## src/sv/mer_pkg.sv

```systemverilog
package mer_pkg;

  localparam int NUM_CHANNELS_DEF = 4;
  localparam int COUNT_BITS_DEF   = 16;

  localparam int CH_W   = 2;
  localparam int REQ_W  = 3;
  localparam int THR_W  = 16;
  localparam int LIM_W  = 8;
  localparam int CFG_IDX_W = 1;
  localparam int IN_W   = 8;
  localparam int OUT_W  = 32;

  localparam logic [THR_W-1:0] THR_RST = 16'd1;
  localparam logic [LIM_W-1:0] LIM_RST = 8'd3;

  typedef enum logic [CFG_IDX_W-1:0] {
    CFG_THRESHOLD = 1'b0,
    CFG_EMPTY_LIM = 1'b1
  } cfg_idx_e;

  typedef enum logic [REQ_W-1:0] {
    REQ_EVENT  = 3'd0,
    REQ_TICK   = 3'd1,
    REQ_MASK   = 3'd2,
    REQ_UNMASK = 3'd3,
    REQ_CLEAR  = 3'd4
  } req_e;

  // control broadcast to every cell of the counter chain
  typedef struct packed {
    logic            inc_req;
    logic            mask_set;
    logic            mask_clr;
    logic            shift;
    logic [CH_W-1:0] chan;
  } cell_ctl_t;

endpackage

```

## src/sv/multichannel_event_rate_alarm.sv

```systemverilog
// channel   dir  handshake               payload
// s_axis    in   tvalid/tready           tdata: req_type[2:0], channel[4:3]
// m_axis    out  tvalid/tready, tlast    tdata: see port comment; tlast = last
// cfg       in   cfg_we_i (no wait)      cfg_idx_i selects register, cfg_data_i
//
// Event, mask and unmask words are applied in the cells as they are accepted.
// A window tick holds the input off through ST_SCAN, which rotates the counts once
// round the cell chain for the totals, and ST_EMIT, which sends one result word per
// shift as the chain shifts the counts out and zeroes fill in behind.
// A clear-alarm word passes through ST_CLEAR, which waits for the output register.
// Output back-pressure stalls the result words and the input with them; reset clears
// the control state and the counts at once, the output data has no reset.
module multichannel_event_rate_alarm #(
  parameter int NUM_CHANNELS = mer_pkg::NUM_CHANNELS_DEF,
  parameter int COUNT_BITS   = mer_pkg::COUNT_BITS_DEF
) (
  input  logic                          clk_i,
  input  logic                          rst_ni,
  input  logic                          s_axis_tvalid,
  output logic                          s_axis_tready,
  // [2:0] req_type, [4:3] channel, [7:5] zero
  input  logic [mer_pkg::IN_W-1:0]      s_axis_tdata,
  output logic                          m_axis_tvalid,
  input  logic                          m_axis_tready,
  // [1:0] chan_index, [17:2] event_count, [18] over_limit, [21:19] over_channels,
  // [22] alarm, [30:23] empty_ticks, [31] expired
  output logic [mer_pkg::OUT_W-1:0]     m_axis_tdata,
  output logic                          m_axis_tlast,
  input  logic                          cfg_we_i,
  input  logic [mer_pkg::CFG_IDX_W-1:0] cfg_idx_i,
  input  logic [mer_pkg::THR_W-1:0]     cfg_data_i
);

  localparam int IDX_W = (NUM_CHANNELS > 1) ? $clog2(NUM_CHANNELS) : 1;
  localparam int OT_W  = $clog2(NUM_CHANNELS + 1);
  localparam int EXT_W = COUNT_BITS + 16;

  typedef enum logic [3:0] {
    ST_IDLE  = 4'b0001,
    ST_SCAN  = 4'b0010,
    ST_EMIT  = 4'b0100,
    ST_CLEAR = 4'b1000
  } state_e;

  state_e state_q, state_d;

  logic [mer_pkg::THR_W-1:0] thr_q;
  logic [mer_pkg::LIM_W-1:0] lim_q;

  logic [IDX_W-1:0] step_q, step_d;
  logic [OT_W-1:0]  over_q, over_d;
  logic             any_q, any_d;
  logic             alarm_q, alarm_d;
  logic [7:0]       run_q, run_d;
  logic             exp_q, exp_d;

  logic                  out_valid_q, out_valid_d;
  logic [1:0]            out_chan_q, out_chan_d;
  logic [15:0]           out_count_q, out_count_d;
  logic                  out_over_q, out_over_d;
  logic [2:0]            out_ot_q, out_ot_d;
  logic                  out_alarm_q, out_alarm_d;
  logic [7:0]            out_run_q, out_run_d;
  logic                  out_exp_q, out_exp_d;
  logic                  out_last_q, out_last_d;

  logic [mer_pkg::REQ_W-1:0] in_req;
  logic [mer_pkg::CH_W-1:0]  in_chan;
  logic                      in_fire, out_free, last_step, emit_shift;
  logic [COUNT_BITS-1:0]     count [NUM_CHANNELS];
  logic [COUNT_BITS-1:0]     nb    [NUM_CHANNELS];
  logic [EXT_W-1:0]          head_ext;
  logic                      head_over, head_nz;
  logic [IDX_W+1:0]          step_ext;
  logic [OT_W:0]             over_dbl;
  logic                      any_count;
  mer_pkg::cell_ctl_t        ctl;

  assign in_req   = s_axis_tdata[2:0];
  assign in_chan  = s_axis_tdata[4:3];
  assign s_axis_tready = (state_q == ST_IDLE);
  assign in_fire  = s_axis_tvalid && s_axis_tready;
  assign out_free = !out_valid_q || m_axis_tready;
  assign last_step = (step_q == IDX_W'(NUM_CHANNELS - 1));
  assign emit_shift = (state_q == ST_EMIT) && out_free;

  assign head_ext  = EXT_W'(count[0]);
  assign head_nz   = (count[0] != '0);
  assign head_over = head_nz && (head_ext >= EXT_W'(thr_q));
  assign step_ext  = (IDX_W + 2)'(step_q);

  always_comb begin
    ctl          = '0;
    ctl.chan     = in_chan;
    ctl.inc_req  = in_fire && (in_req == mer_pkg::REQ_EVENT);
    ctl.mask_set = in_fire && (in_req == mer_pkg::REQ_MASK);
    ctl.mask_clr = in_fire && (in_req == mer_pkg::REQ_UNMASK);
    ctl.shift    = (state_q == ST_SCAN) || emit_shift;
  end

  // ring during the scan; zeroes enter at the tail while results leave
  for (genvar i = 0; i < NUM_CHANNELS; i++) begin : g_cell
    if (i == NUM_CHANNELS - 1) begin : g_tail
      assign nb[i] = emit_shift ? '0 : count[0];
    end else begin : g_mid
      assign nb[i] = count[i+1];
    end
    mer_cell #(
      .COUNT_BITS (COUNT_BITS),
      .INDEX      (i)
    ) u_cell (
      .clk_i      (clk_i),
      .rst_ni     (rst_ni),
      .ctl_i      (ctl),
      .nb_count_i (nb[i]),
      .count_o    (count[i])
    );
  end

  always_comb begin
    state_d     = state_q;
    step_d      = step_q;
    over_d      = over_q;
    any_d       = any_q;
    alarm_d     = alarm_q;
    run_d       = run_q;
    exp_d       = exp_q;
    out_valid_d = out_valid_q && !m_axis_tready;
    out_chan_d  = out_chan_q;
    out_count_d = out_count_q;
    out_over_d  = out_over_q;
    out_ot_d    = out_ot_q;
    out_alarm_d = out_alarm_q;
    out_run_d   = out_run_q;
    out_exp_d   = out_exp_q;
    out_last_d  = out_last_q;
    over_dbl    = '0;

    case (state_q)
      ST_IDLE: begin
        if (in_fire && (in_req == mer_pkg::REQ_TICK)) begin
          step_d  = '0;
          over_d  = '0;
          any_d   = 1'b0;
          state_d = ST_SCAN;
        end else if (in_fire && (in_req == mer_pkg::REQ_CLEAR)) begin
          over_dbl = {over_q, 1'b0};
          alarm_d  = (over_dbl >= (OT_W + 1)'(NUM_CHANNELS));
          state_d  = ST_CLEAR;
        end
      end
      ST_SCAN: begin
        over_d = over_q + OT_W'(head_over);
        any_d  = any_q || head_nz;
        step_d = step_q + IDX_W'(1);
        if (last_step) begin
          step_d   = '0;
          over_dbl = {over_d, 1'b0};
          if (over_dbl >= (OT_W + 1)'(NUM_CHANNELS)) begin
            alarm_d = 1'b1;
          end
          exp_d = 1'b0;
          if (any_d) begin
            run_d = '0;
          end else if (run_q != 8'hFF) begin
            run_d = run_q + 8'd1;
            exp_d = (run_d == lim_q);
          end
          state_d = ST_EMIT;
        end
      end
      ST_EMIT: begin
        if (out_free) begin
          out_valid_d = 1'b1;
          out_chan_d  = step_ext[1:0];
          out_count_d = (head_ext > EXT_W'(16'hFFFF)) ? 16'hFFFF : head_ext[15:0];
          out_over_d  = head_over;
          out_ot_d    = 3'(over_q);
          out_alarm_d = alarm_q;
          out_run_d   = run_q;
          out_exp_d   = exp_q;
          out_last_d  = last_step;
          step_d      = step_q + IDX_W'(1);
          if (last_step) begin
            step_d  = '0;
            state_d = ST_IDLE;
          end
        end
      end
      ST_CLEAR: begin
        if (out_free) begin
          out_valid_d = 1'b1;
          out_chan_d  = '0;
          out_count_d = '0;
          out_over_d  = 1'b0;
          out_ot_d    = 3'(over_q);
          out_alarm_d = alarm_q;
          out_run_d   = run_q;
          out_exp_d   = 1'b0;
          out_last_d  = 1'b1;
          state_d     = ST_IDLE;
        end
      end
      default: begin
        state_d = ST_IDLE;
      end
    endcase
  end

  always_ff @(posedge clk_i or negedge rst_ni) begin
    if (!rst_ni) begin
      state_q     <= ST_IDLE;
      step_q      <= '0;
      over_q      <= '0;
      any_q       <= 1'b0;
      alarm_q     <= 1'b0;
      run_q       <= '0;
      exp_q       <= 1'b0;
      out_valid_q <= 1'b0;
      thr_q       <= mer_pkg::THR_RST;
      lim_q       <= mer_pkg::LIM_RST;
    end else begin
      state_q     <= state_d;
      step_q      <= step_d;
      over_q      <= over_d;
      any_q       <= any_d;
      alarm_q     <= alarm_d;
      run_q       <= run_d;
      exp_q       <= exp_d;
      out_valid_q <= out_valid_d;
      if (cfg_we_i && (cfg_idx_i == mer_pkg::CFG_THRESHOLD)) begin
        thr_q <= cfg_data_i;
      end
      if (cfg_we_i && (cfg_idx_i == mer_pkg::CFG_EMPTY_LIM)) begin
        lim_q <= cfg_data_i[mer_pkg::LIM_W-1:0];
      end
    end
  end

  always_ff @(posedge clk_i) begin
    out_chan_q  <= out_chan_d;
    out_count_q <= out_count_d;
    out_over_q  <= out_over_d;
    out_ot_q    <= out_ot_d;
    out_alarm_q <= out_alarm_d;
    out_run_q   <= out_run_d;
    out_exp_q   <= out_exp_d;
    out_last_q  <= out_last_d;
  end

  assign m_axis_tvalid = out_valid_q;
  assign m_axis_tlast  = out_last_q;
  assign m_axis_tdata  = {out_exp_q, out_run_q, out_alarm_q, out_ot_q,
                          out_over_q, out_count_q, out_chan_q};

  always_comb begin
    any_count = 1'b0;
    for (int k = 0; k < NUM_CHANNELS; k++) begin
      any_count = any_count || (count[k] != '0);
    end
  end

  // window counts are all zero once the final result word has been loaded
  a_counts_cleared: assert property (@(posedge clk_i) disable iff (!rst_ni)
    (state_q == ST_EMIT && out_free && last_step) |=> !any_count)
    else $error("counts not cleared after tick");

  a_over_range: assert property (@(posedge clk_i) disable iff (!rst_ni)
    over_q <= OT_W'(NUM_CHANNELS))
    else $error("over total exceeds channel count");

  // the alarm only drops through a clear request
  a_alarm_fall: assert property (@(posedge clk_i) disable iff (!rst_ni)
    $fell(alarm_q) |-> $past(in_fire && (in_req == mer_pkg::REQ_CLEAR)))
    else $error("alarm dropped without clear");

  a_expired_run: assert property (@(posedge clk_i) disable iff (!rst_ni)
    (out_valid_q && out_exp_q) |-> (out_run_q == lim_q))
    else $error("expired flagged off the limit");

  a_no_accept_busy: assert property (@(posedge clk_i) disable iff (!rst_ni)
    (state_q == ST_SCAN) |=> (state_q == ST_SCAN || state_q == ST_EMIT))
    else $error("scan left early");

endmodule

```

## src/sv/mer_cell.sv

```systemverilog
module mer_cell #(
  parameter int COUNT_BITS = mer_pkg::COUNT_BITS_DEF,
  parameter int INDEX      = 0
) (
  input  logic                  clk_i,
  input  logic                  rst_ni,
  input  mer_pkg::cell_ctl_t    ctl_i,
  input  logic [COUNT_BITS-1:0] nb_count_i,
  output logic [COUNT_BITS-1:0] count_o
);

  logic [COUNT_BITS-1:0] count_q, count_d;
  logic                  mask_q, mask_d;
  logic                  hit;

  assign hit = (int'(ctl_i.chan) == INDEX);

  always_comb begin
    count_d = count_q;
    mask_d  = mask_q;
    if (ctl_i.shift) begin
      count_d = nb_count_i;
    end else if (ctl_i.inc_req && hit && !mask_q && (count_q != '1)) begin
      count_d = count_q + COUNT_BITS'(1);
    end
    if (hit && ctl_i.mask_set) begin
      mask_d = 1'b1;
    end else if (hit && ctl_i.mask_clr) begin
      mask_d = 1'b0;
    end
  end

  always_ff @(posedge clk_i or negedge rst_ni) begin
    if (!rst_ni) begin
      count_q <= '0;
      mask_q  <= 1'b0;
    end else begin
      count_q <= count_d;
      mask_q  <= mask_d;
    end
  end

  assign count_o = count_q;

endmodule
```

## config.mk

```make
export PLATFORM = sky130hd
export DESIGN_NAME = multichannel_event_rate_alarm
export DESIGN_NICKNAME = d
export VERILOG_FILES = /design/src/sv/mer_pkg.sv /design/src/sv/multichannel_event_rate_alarm.sv /design/src/sv/mer_cell.sv
export SDC_FILE = /design/constraint.sdc
export NUM_CORES = 1
export LEC_CHECK = 0
export BUFFER_PORTS_ARGS = -buffer_cell sky130_fd_sc_hd__clkbuf_2
export CAP_MARGIN = 10
export CELL_PAD_IN_SITES_DETAIL_PLACEMENT = 0
export CELL_PAD_IN_SITES_GLOBAL_PLACEMENT = 1
export CORE_ASPECT_RATIO = 1.1
export CORE_MARGIN = 8
export CORE_UTILIZATION = 46
export CTS_CLUSTER_SIZE = 30
export DETAILED_ROUTE_END_ITERATION = 8
export PLACE_DENSITY = 0.83
export SLEW_MARGIN = 20
export SYNTH_ARGS = -nofsm -noshare
export SYNTH_HDL_FRONTEND = slang
export SYNTH_SLANG_ARGS = --single-unit
```

## constraint.sdc

```tcl
create_clock -name clk_i -period 3.16 [get_ports clk_i]
set_input_delay 0.474 -clock clk_i [delete_from_list [all_inputs] [get_ports clk_i]]
set_output_delay 0.474 -clock clk_i [all_outputs]
set_load 0.02 [all_outputs]
```

After elaboration in Yosys (flattened, before gate mapping):

Cells that the tools add are included.

* equal/unequal tests: 27
* order comparisons: 4
* mux-type cells: 58
* reduce and logical (&&, ||, !) cells: 64
* add/subtract/negate cells: 7
* multiply operators: 0
* shift operators: 0
* div/mod/pow operators: 0
* bitwise operators: 1

Operator list (number)
* 2-to-1 mux 16 bit: 12
* adder 16 x 1 -> 16 bit (second input constant): 4
* inequality test 16 bit (second input constant): 4
* case mux 16 bit (2 select lines): 1
* logical AND 1 bit: 31
* 2-to-1 mux 4 bit: 6
* 2-to-1 mux 1 bit: 22
* nonzero test 2 bit: 11
* greater-or-equal comparator 16 bit: 1
* greater-than comparator 16 bit (second input constant): 1
* 2-to-1 mux 8 bit: 2
* case mux 4 bit (4 select lines): 1
* nonzero test 16 bit: 1
* 2-to-1 mux 2 bit: 5
* inequality test 2 bit (second input constant): 5
* case mux 1 bit (2 select lines): 5
* AND reduction 5 bit: 2
* AND reduction 3 bit: 3
* adder 8 x 1 -> 8 bit (second input constant): 1
* == test 8 bit: 1
* greater-or-equal comparator 4 x 3 -> 1 bit (second input constant): 2
* inequality test 8 bit (second input constant): 1
* == test 2 bit (second input constant): 3
* == test 3 x 2 -> 1 bit (second input constant): 2
* 23 further kinds: 34

* memories kept: 0
* input port bits: 30
* output and inout bits: 35
* bits in latches: 0
* bits in writable memories: 0
* register bits: 146
* ROM bits: 0
* word-level logic and storage cells: 187

Longest topological paths before layout:

Gate-level depths: netlist of run 1.

* word-level depth: 8
* depth in mapped cells: 15
* mapped depth without buffers: 15

Cells and area by module:

Synthesis of run 1 repeated with hierarchy kept, for this count alone.

* cell total of the unflattened synthesis: 878
* area total of the unflattened synthesis: 8440.6 um^2

Modules (own cells, without submodules)
* multichannel_event_rate_alarm: instances 1, sequential area each 2122.0 um^2, area an instance 3985.1 um^2, cells an instance 373
* mer_cell (g_cell[1].u_cell ...): instances 2, sequential area each 425.4 um^2, area an instance 1123.6 um^2, cells an instance 124
* mer_cell (g_cell[3].u_cell): instances 1, sequential area each 425.4 um^2, area an instance 1114.8 um^2, cells an instance 126
* mer_cell (g_cell[0].u_cell): instances 1, sequential area each 425.4 um^2, area an instance 1093.5 um^2, cells an instance 131

Worst setup path before layout of run 1:

Ideal clock, no wire load.

* path kind: register to register
* start point: register g_cell[0].u_cell.count_q[0]
* end point: register alarm_q
* period minus slack after synthesis: 2805 ps
* library setup time: 130 ps
* stages on the path, launching flop included: 16
* arrival: 2675 ps
* buffers on the path: 0
* setup slack: 355 ps
* data required time: 3030 ps
* cell sequence: dfrtp_1 > inv_1 > ha_1 > nand2b_1 > a21o_1 > a2111oi_0 > nor3_1 > nor4_1 > nor2_1 > ha_1 > ha_1 > xor2_1 > nor2_1 > nor2_1 > nor2_1 > a21oi_1

* cells in the longest elaborated chain, start to end: 6
* elaborated cells between the ends (all ways): 7
* classes of those cells: 1 x add/sub; 2 x order compare; 1 x eq/ne; 3 x reduce/logical

RTL lines
* start, declared: line mer_cell.sv:12 `logic [COUNT_BITS-1:0] count_q, count_d;`
* start signal, assigned: line mer_cell.sv:38 `count_q <= count_d;`
* greater-or-equal comparator 16 bit or nonzero test 16 bit (tied branches)
* logical AND 1 bit *: line multichannel_event_rate_alarm.sv:89 `assign head_over = head_nz && (head_ext >= EXT_W'(thr_q));`
* via head_over: line multichannel_event_rate_alarm.sv:73 `logic head_over, head_nz;`
* adder 3 x 1 -> 3 bit *: line multichannel_event_rate_alarm.sv:153 `over_d = over_q + OT_W'(head_over);`
* greater-or-equal comparator 4 x 3 -> 1 bit *: line multichannel_event_rate_alarm.sv:159 `if (over_dbl >= (OT_W + 1)'(NUM_CHANNELS)) begin`
* inequality test 2 x 1 -> 1 bit (no source line) *
* AND reduction 5 bit (no source line) *
* end signal, assigned: line multichannel_event_rate_alarm.sv:227 `alarm_q <= alarm_d;`
* end, declared: line multichannel_event_rate_alarm.sv:53 `logic alarm_q, alarm_d;`

Mark *: on every way through the listed nets, which the timed path passes. The rest lies on a longest branch.
A chain may end at the register's enable or synchronous reset.

Final worst setup path of run 1:

* start point: register thr_q[0] (netlist name)
* end point: register alarm_q

* cells in the longest elaborated chain, start to end: 6

RTL lines
* start, declared: line multichannel_event_rate_alarm.sv:47 `logic [mer_pkg::THR_W-1:0] thr_q;`
* start signal, assigned: line multichannel_event_rate_alarm.sv:220 `thr_q <= mer_pkg::THR_RST;`
* start signal, assigned: line multichannel_event_rate_alarm.sv:232 `thr_q <= cfg_data_i;`
* greater-or-equal comparator 16 bit: line multichannel_event_rate_alarm.sv:89
* logical AND 1 bit: line multichannel_event_rate_alarm.sv:89
* via head_over: line multichannel_event_rate_alarm.sv:73
* adder 3 x 1 -> 3 bit: line multichannel_event_rate_alarm.sv:153
* greater-or-equal comparator 4 x 3 -> 1 bit: line multichannel_event_rate_alarm.sv:159
* inequality test 2 x 1 -> 1 bit (no source line)
* AND reduction 5 bit (no source line)

The timed path passes the listed nets, and every way through them passes these cells.

==> metrics.md, run 1 <==
| Metric | Value |
|---|---|
| Distinct cells, synth | `64` |
| H-tree depth | `4` |
| Placed Area | `between 8000 and 9000 um^2` |
| Clock Skews | `0.0116 ns` |
| Pin count of the biggest net entering global routing | `48` |
| Sw Share | `0.290` |
| DR iter-0 viols | `around 540` |
| GRT overflow | `0` |
| Reg-to-reg setup timing slack | `between 0.2 and 0.3 ns` |
| Commonest non-fill, non-tap cells in the layout | `nand2_1 (135), dfrtp_1 (109), o21ai_0 (80), nor2_1 (70)` |
| Switching pwr | `roughly 1.5 mW` |
| Routed via count | `roughly 7k` |
| Layout area overhead | `17.9%` |
| Leak | `between 4 and 5 nW` |
| Seq cells post-synth | `~150` |
| Row Count | `50` |
| Die width | `141 um` |
| Unrepaired setup endpoints after global routing | `no` |
| WL final | `between 20 and 25 mm` |
| TritonCTS clock tree | `built` |
| Placed insts | `1175` |
| Share of synthesized registers carrying an async set or reset | `0.774` |
| Fin util | `0.551` |
| Max-slew violation count | `0` |
| Worst Reg-to-Reg Cells | `15` |
| P_int | `approximately 3.8 mW` |
| Port Buffer Count | `61` |
| Cts hold-fix bufs | `0` |
| # setup viols final | `0` |
| Seq pwr share | `0.438` |
| First-pass GRT wire length | `between 30 and 40 mm` |
| Synth warn | `0` |
| Final Hold Fails | `0` |
| Floorplan core area | `between 15000 and 20000 um^2` |
| Syn Inst Count | `882` |
| Clock power frac | `0.395` |
| Most common cell after layout, fill and taps aside | `nand2_1` |
| F_max | `between 0.3 and 0.4 GHz` |
| Detailed placement HPWL | `15.5 mm` |
| Final GP Congestion | `around 0.88` |
| Antenna viol nets, final | `0` |
| Initial Util | `0.468` |
| WL/cell | `around 18 um` |
| RR Endpoint | `alarm_q$_DFFE_PN0P_` |
| Sum Neg Setup Slack | `0 ns` |
| Mapped Nets | `937` |
| Worst relative slew slack | `0.394` |
| Max rail drop VDD | `between 0.4 and 0.5 mV` |
| Clock latency on the worst-skew pair | `0.43 ns` |
| Die Height | `around 150 um` |
| Root buf cell | `clkbuf_16` |
| CP endpoint kind | `flop` |
| GRT Util Overall | `0.202` |
| Worst hold margin | `0.0682 ns` |
| Fraction of layout cells with a size suffix above 1 | `0.166` |
| Tcrit/Tclk final | `0.917` |
| HP Class | `in2async` |
| CTS buffer count | `17` |
| CP arrival | `roughly 3.3 ns` |
| Post-place setup slack | `0.105 ns` |
| Worst path required time | `~3.5 ns` |
| Max Cap Viol | `0` |
| Worst-margin pin slew | `slightly above 0.9 ns` |
| Vias in the first global route | `roughly 6.6k` |
| Clock sinks | `146` |
| Seq/Total Area, Yosys | `0.480` |
| First-pass DRT Iterations | `5` |
| Layout Cells excl Fill | `1208` |
| CTS clk-pin slew, worst paths | `approximately 0.06 ns` |
| Syn_area_per_cell | `9.02 um^2` |
| Tmin final | `approximately 2.9 ns` |
| Combinational share of power | `0.166` |
| Worst setup SP type | `flop` |
| Post-route design area | `between 9000 and 10000 um^2` |
| # IOs | `65` |
| Mapped cell area | `7960 um^2` |
| Design Power | `about 5.3 mW` |
| Post-synth EDFFs | `33` |
| Max clock buf depth | `2` |
| NumNets Final | `around 1k` |
| Most used DFF post-synth | `dfrtp_1` |
| Drc violations | `0` |
| Initial antenna violation count | `0` |
| ANT cells | `0` |
| Pwr Density | `565 nW/um^2` |
| Outcome | `completed` |
| Max FO, Critical Path | `2` |
| Worst setup slack after layout | `~0.26 ns` |
| DIE AREA | `about 22000 um^2` |
| WS Path Type | `reg2reg` |
| Vias per Instance | `around 5.8` |
| Crit Reg-Reg Startpoint | `thr_q[0]$_DFFE_PN1P_` |
==> Yosys cell counts, drive strengths merged, types with 3 or more instances <==
cell     instances  area, um^2
a21o            10        75.1
a21oi           60         300
a221oi           5        43.8
a22oi            4        30.0
a2bb2oi          3        26.3
a31oi           15        93.8
a32oi            3        26.3
and2             9        58.8
and3            12        75.1
and4             4        35.0
buf             10        68.8
clkbuf          33         124
dfrtp          109        2730
dfstp            4         105
edfxtp          33         991
ha              25         313
inv             30         113
mux2             9         101
nand2          135         507
nand2b           4        25.0
nand3           34         170
nand3b           6        45.0
nand4           17         113
nor2            72         270
nor2b           24         150
nor3            25         125
nor3b           10        75.1
nor4            12        75.1
nor4b            5        43.8
o211ai           8        60.1
o21ai           81         405
o22ai            5        31.3
o311ai          10        87.6
o31ai            7        52.6
or3              3        18.8
or4              5        37.5
xnor2            8        70.1
xor2             7        61.3
==> flip-flops by register name (all words and copies together) (netlist names) <==
register,flops
lim_q,8
out_over_q,1
g_cell.u_cell.mask_q,4
out_run_q,8
alarm_q,1
any_q,1
out_ot_q,3
out_alarm_q,1
out_count_q,16
m_axis_tlast,1
out_chan_q,2
out_exp_q,1
over_q,3
step_q,2
thr_q,16
exp_q,1
state_q,4
m_axis_tvalid,1
run_q,8
g_cell.u_cell.count_o,64
==> worst max-delay path, cell delays in order, from the launching register on <==
cell	delay, ns
dfstp_2	0.56
ha_4	0.20
nand2b_4	0.12
a21o_1	0.16
a2111oi_2	0.29
nor3_1	0.09
nor4_1	0.28
buf_4	0.18
nor2_4	0.05
ha_4	0.19
ha_4	0.15
xor2_1	0.16
nor2_1	0.07
nor2_1	0.11
nor2_1	0.06
a21oi_1	0.15
==> routing by layer <==
metal,vias up,track usage,wire length [um]
met1,3342,0.259,9580
met2,218,0.328,10100
li1,3365,-,-
met5,-,0,0
met4,0,0.0804,654
met3,45,0.0403,1300
==> cells by family after synthesis <==
kind of cell	after synthesis	synth area share
multiplexers	11	0.0152
AND/OR/NAND/NOR	386	0.240
adder cells (fa/ha/maj)	25	0.0393
AO/OA/AOI/OAI	225	0.170
buffers and inverters	74	0.0388
XOR/XNOR	15	0.0165
flip-flops	146	0.480
==> what timing repair did <==
action | CTS | global route
gates resized for setup | 0 | 10
buffers inserted | 0 | 1
endpoints found under the hold margin | 0 | 0
endpoints found under the setup margin | 0 | 2
==> how the worst max path moves through the flow <==
stage | from | to | depth (start not counted) | slack (ns)
global route | thr_q[0]$_DFFE_PN1P_ | alarm_q$_DFFE_PN0P_ | 15 | 0.006
global placement | thr_q[0]$_DFFE_PN1P_ | alarm_q$_DFFE_PN0P_ | 15 | 0.11
floorplan | g_cell[0].u_cell.count_o[0]$_DFFE_PN0P_ | alarm_q$_DFFE_PN0P_ | 15 | 0.35
detailed placement | thr_q[0]$_DFFE_PN1P_ | alarm_q$_DFFE_PN0P_ | 15 | 0.11
finish | thr_q[0]$_DFFE_PN1P_ | alarm_q$_DFFE_PN0P_ | 15 | 0.26
CTS | thr_q[0]$_DFFE_PN1P_ | alarm_q$_DFFE_PN0P_ | 15 | 0.07
==> power by group through the flow <==
| stage | Clock (mW) | Sequential [mW] | Combinational (mW) |
|---|---|---|---|
| floorplan | 0 | 2.28 | 0.572 |
| global placement | 0 | 2.34 | 0.827 |
| detailed placement | 0 | 2.34 | 0.843 |
| CTS | 2.12 | 2.31 | 0.846 |
| global route | 2.21 | 2.35 | 1.00 |
| finish | 2.09 | 2.32 | 0.882 |
==> area by class of cell <==
class | instances | area (um^2)
Multi-Input combinational cell | 662 | 3900
Inverter | 31 | 116
Timing Repair Buffer | 103 | 636
Clock buffer | 18 | 439
Fill cell | 1638 | 7630
Sequential cell | 146 | 3820
Tap cell | 234 | 293
Clock inverter | 14 | 176
No activity file was read; power rests on OpenSTA's default activity.
==> run 2, diff against run 1 <==
--- a/config.mk
+++ b/config.mk
@@ -10,11 +10,12 @@
 export CELL_PAD_IN_SITES_DETAIL_PLACEMENT = 0
 export CELL_PAD_IN_SITES_GLOBAL_PLACEMENT = 1
 export CORE_ASPECT_RATIO = 1.1
-export CORE_MARGIN = 8
+export CORE_MARGIN = 4
 export CORE_UTILIZATION = 46
 export CTS_CLUSTER_SIZE = 30
 export DETAILED_ROUTE_END_ITERATION = 8
 export PLACE_DENSITY = 0.83
+export REMOVE_ABC_BUFFERS = 1
 export SLEW_MARGIN = 20
 export SYNTH_ARGS = -nofsm -noshare
 export SYNTH_HDL_FRONTEND = slang
==> metrics.md, run 2 (same netlist as run 1, synthesis figures left out) <==
| Metric | Value |
|---|---|
| Antenna viol nets, final | `0 (unchanged)` |
| Max FO, Critical Path | `2 (unchanged)` |
| CP arrival | `3.32 ns (+0.07 ns)` |
| NumNets Final | `1017 (+0.098%)` |
| Row Count | `50 (unchanged)` |
| Number of flip-flops in the largest register | `64 (unchanged)` |
| Initial Util | `0.468 (unchanged)` |
| Most common cell after layout, fill and taps aside | `nand2_1` |
| GRT overflow | `0 (unchanged)` |
| Reg-to-reg setup timing slack | `0.15 ns (-0.11 ns)` |
| Detailed placement HPWL | `15.6 mm (+0.95%)` |
| Cts hold-fix bufs | `0 (unchanged)` |
| Tmin final | `3.01 ns (+0.113 ns)` |
| WL/cell | `17.7 um (-0.94%)` |
| Switching pwr | `1.53 mW (-0.35%)` |
| CTS buffer count | `17 (unchanged)` |
| Worst path required time | `3.47 ns (-0.04 ns)` |
| Sw Share | `0.297 (+0.00695)` |
| RR Endpoint | `alarm_q$_DFFE_PN0P_` |
| WS Path Type | `reg2reg` |
| Layout area overhead | `17.0%` |
| Clock Skews | `0.00848 ns (-0.00314 ns)` |
| F_max | `0.332 GHz (-3.7%)` |
| Vias per Instance | `5.76 (-0.25%)` |
| Clock latency on the worst-skew pair | `0.43 ns (about the same)` |
| Pin count of the biggest net entering global routing | `59 (+23%)` |
| Outcome | `completed` |
| Crit Reg-Reg Startpoint | `thr_q[0]$_DFFE_PN1P_` |
| Pwr Density | `554 nW/um^2 (-2.0%)` |
| Commonest non-fill, non-tap cells in the layout | `nand2_1 (135), dfrtp_1 (109), o21ai_0 (80), nor2_1 (71)` |
| Worst-margin pin slew | `0.933 ns (+0.0278 ns)` |
| Floorplan core area | `17000 um^2 (unchanged)` |
| GRT Util Overall | `0.225 (+0.0228)` |
| Clock power frac | `0.375 (-0.020)` |
| Unrepaired setup endpoints after global routing | `no` |
| # setup viols final | `0 (unchanged)` |
| Max Cap Viol | `0 (unchanged)` |
| Max clock buf depth | `2 (unchanged)` |
| CP startpoint | `thr_q[0]$_DFFE_PN1P_` |
| Clock sinks | `146 (unchanged)` |
| Sum Neg Setup Slack | `0 ns (unchanged)` |
| Worst relative slew slack | `0.376 (-0.0186)` |
| DR iter-0 viols | `619 (+14%)` |
| Drc violations | `0 (unchanged)` |
| Seq pwr share | `0.446 (+0.008)` |
| DIE AREA | `19500 um^2 (-11%)` |
| Port Buffer Count | `61 (unchanged)` |
| First-pass DRT Iterations | `5 (unchanged)` |
| Final Hold Fails | `0 (unchanged)` |
| Worst setup SP type | `flop` |
| Max-slew violation count | `0 (unchanged)` |
| Leak | `4.11 nW (-0.74%)` |
| Fraction of layout cells with a size suffix above 1 | `0.162 (-0.00427)` |
| Final GP Congestion | `0.912 (+4.1%)` |
| Die width | `133 um (-5.7%)` |
| Worst setup slack after layout | `0.151 ns (-0.113 ns)` |
| Post-place setup slack | `0.0583 ns (-0.0467 ns)` |
| Root buf cell | `clkbuf_16` |
| Routed via count | `6958 (-0.17%)` |
| ANT cells | `0 (unchanged)` |
| P_int | `3.62 mW (-3.6%)` |
| CP endpoint kind | `flop` |
| H-tree depth | `4 (unchanged)` |
| # IOs | `65 (unchanged)` |
| Initial antenna violation count | `0 (unchanged)` |
| CTS clk-pin slew, worst paths | `0.06 ns (about the same)` |
| Max rail drop VDD | `0.396 mV (-4.2%)` |
| TritonCTS clock tree | `built` |
| Fin util | `0.547 (-0.00412)` |
| Die Height | `146 um (-5.2%)` |
| Combinational share of power | `0.179 (+0.013)` |
| HP Class | `in2async` |
| First-pass GRT wire length | `35.2 mm (+0.89%)` |
| Tcrit/Tclk final | `0.952 (+0.0356)` |
| Worst Reg-to-Reg Cells | `15 (unchanged)` |
| WL final | `21.4 mm (-0.86%)` |
| Vias in the first global route | `6754 (+2.3%)` |
## run 2: repair_timing
item / in CTS / in global routing
gates resized for setup: 0 / 5
buffers inserted: 0 / 1
endpoints found under the setup margin: 0 / 1
## run 2: area by class of cell
type	count	area, um^2
tap	234	293
timing repair buffer	104	643
fill	1588	7700
sequential	146	3820
inverter	31	116
clock inverter	11	105
multi-input combinational	662	3870
clock buffer	21	462
## run 2: power groups by stage
| stage | combinational [mW] | clock (mW) | sequential, mW |
|---|---|---|---|
| 2_1_floorplan | 0.538 | 0 | 2.30 |
| 3_3_place_gp | 0.867 | 0 | 2.32 |
| 3_5_place_dp | 0.880 | 0 | 2.33 |
| 4_1_cts | 0.889 | 1.96 | 2.30 |
| 5_1_grt | 1.04 | 2.05 | 2.33 |
| 6_report | 0.920 | 1.94 | 2.30 |
## run 2: worst max path at each step
| stage | end | cells after the start |
|---|---|---|
| 2_1_floorplan | alarm_q$_DFFE_PN0P_ | 15 |
| 3_3_place_gp | alarm_q$_DFFE_PN0P_ | 15 |
| 3_5_place_dp | alarm_q$_DFFE_PN0P_ | 15 |
| 4_1_cts | alarm_q$_DFFE_PN0P_ | 15 |
| 5_1_grt | alarm_q$_DFFE_PN0P_ | 15 |
| 6_report | alarm_q$_DFFE_PN0P_ | 15 |
## run 2: worst max-delay path: stages, from the launching register on
cell	delay (ns)
dfstp_2	0.53
ha_1	0.22
nand2b_1	0.15
a21o_1	0.21
a2111oi_4	0.34
nor3_2	0.09
nor4_2	0.27
buf_4	0.16
nor2_1	0.05
ha_1	0.19
ha_1	0.21
xor2_1	0.17
nor2_1	0.10
nor2_1	0.05
nor2_1	0.10
a21oi_1	0.07
## run 2: metrics by stage
step	instance area [um^2]	hold slack (ns)	total power [mW]	cells
global placement	8710	0.451	3.19	1176
detailed placement	8710	0.452	3.21	1176
CTS	9270	0.167	5.15	1208
floorplan	7770	0.178	2.83	839
global route	9310	0.177	5.42	1209
finish	9310	0.114	5.16	1209
## run 2: per-layer routing
layer  vias to the layer above  share of wire  GRT usage
li1                       3376              -          -
met1                      3321           0.44      0.298
met2                       225           0.49      0.373
met3                        36          0.050     0.0328
met4                         0          0.025     0.0869
met5                         -              0          0
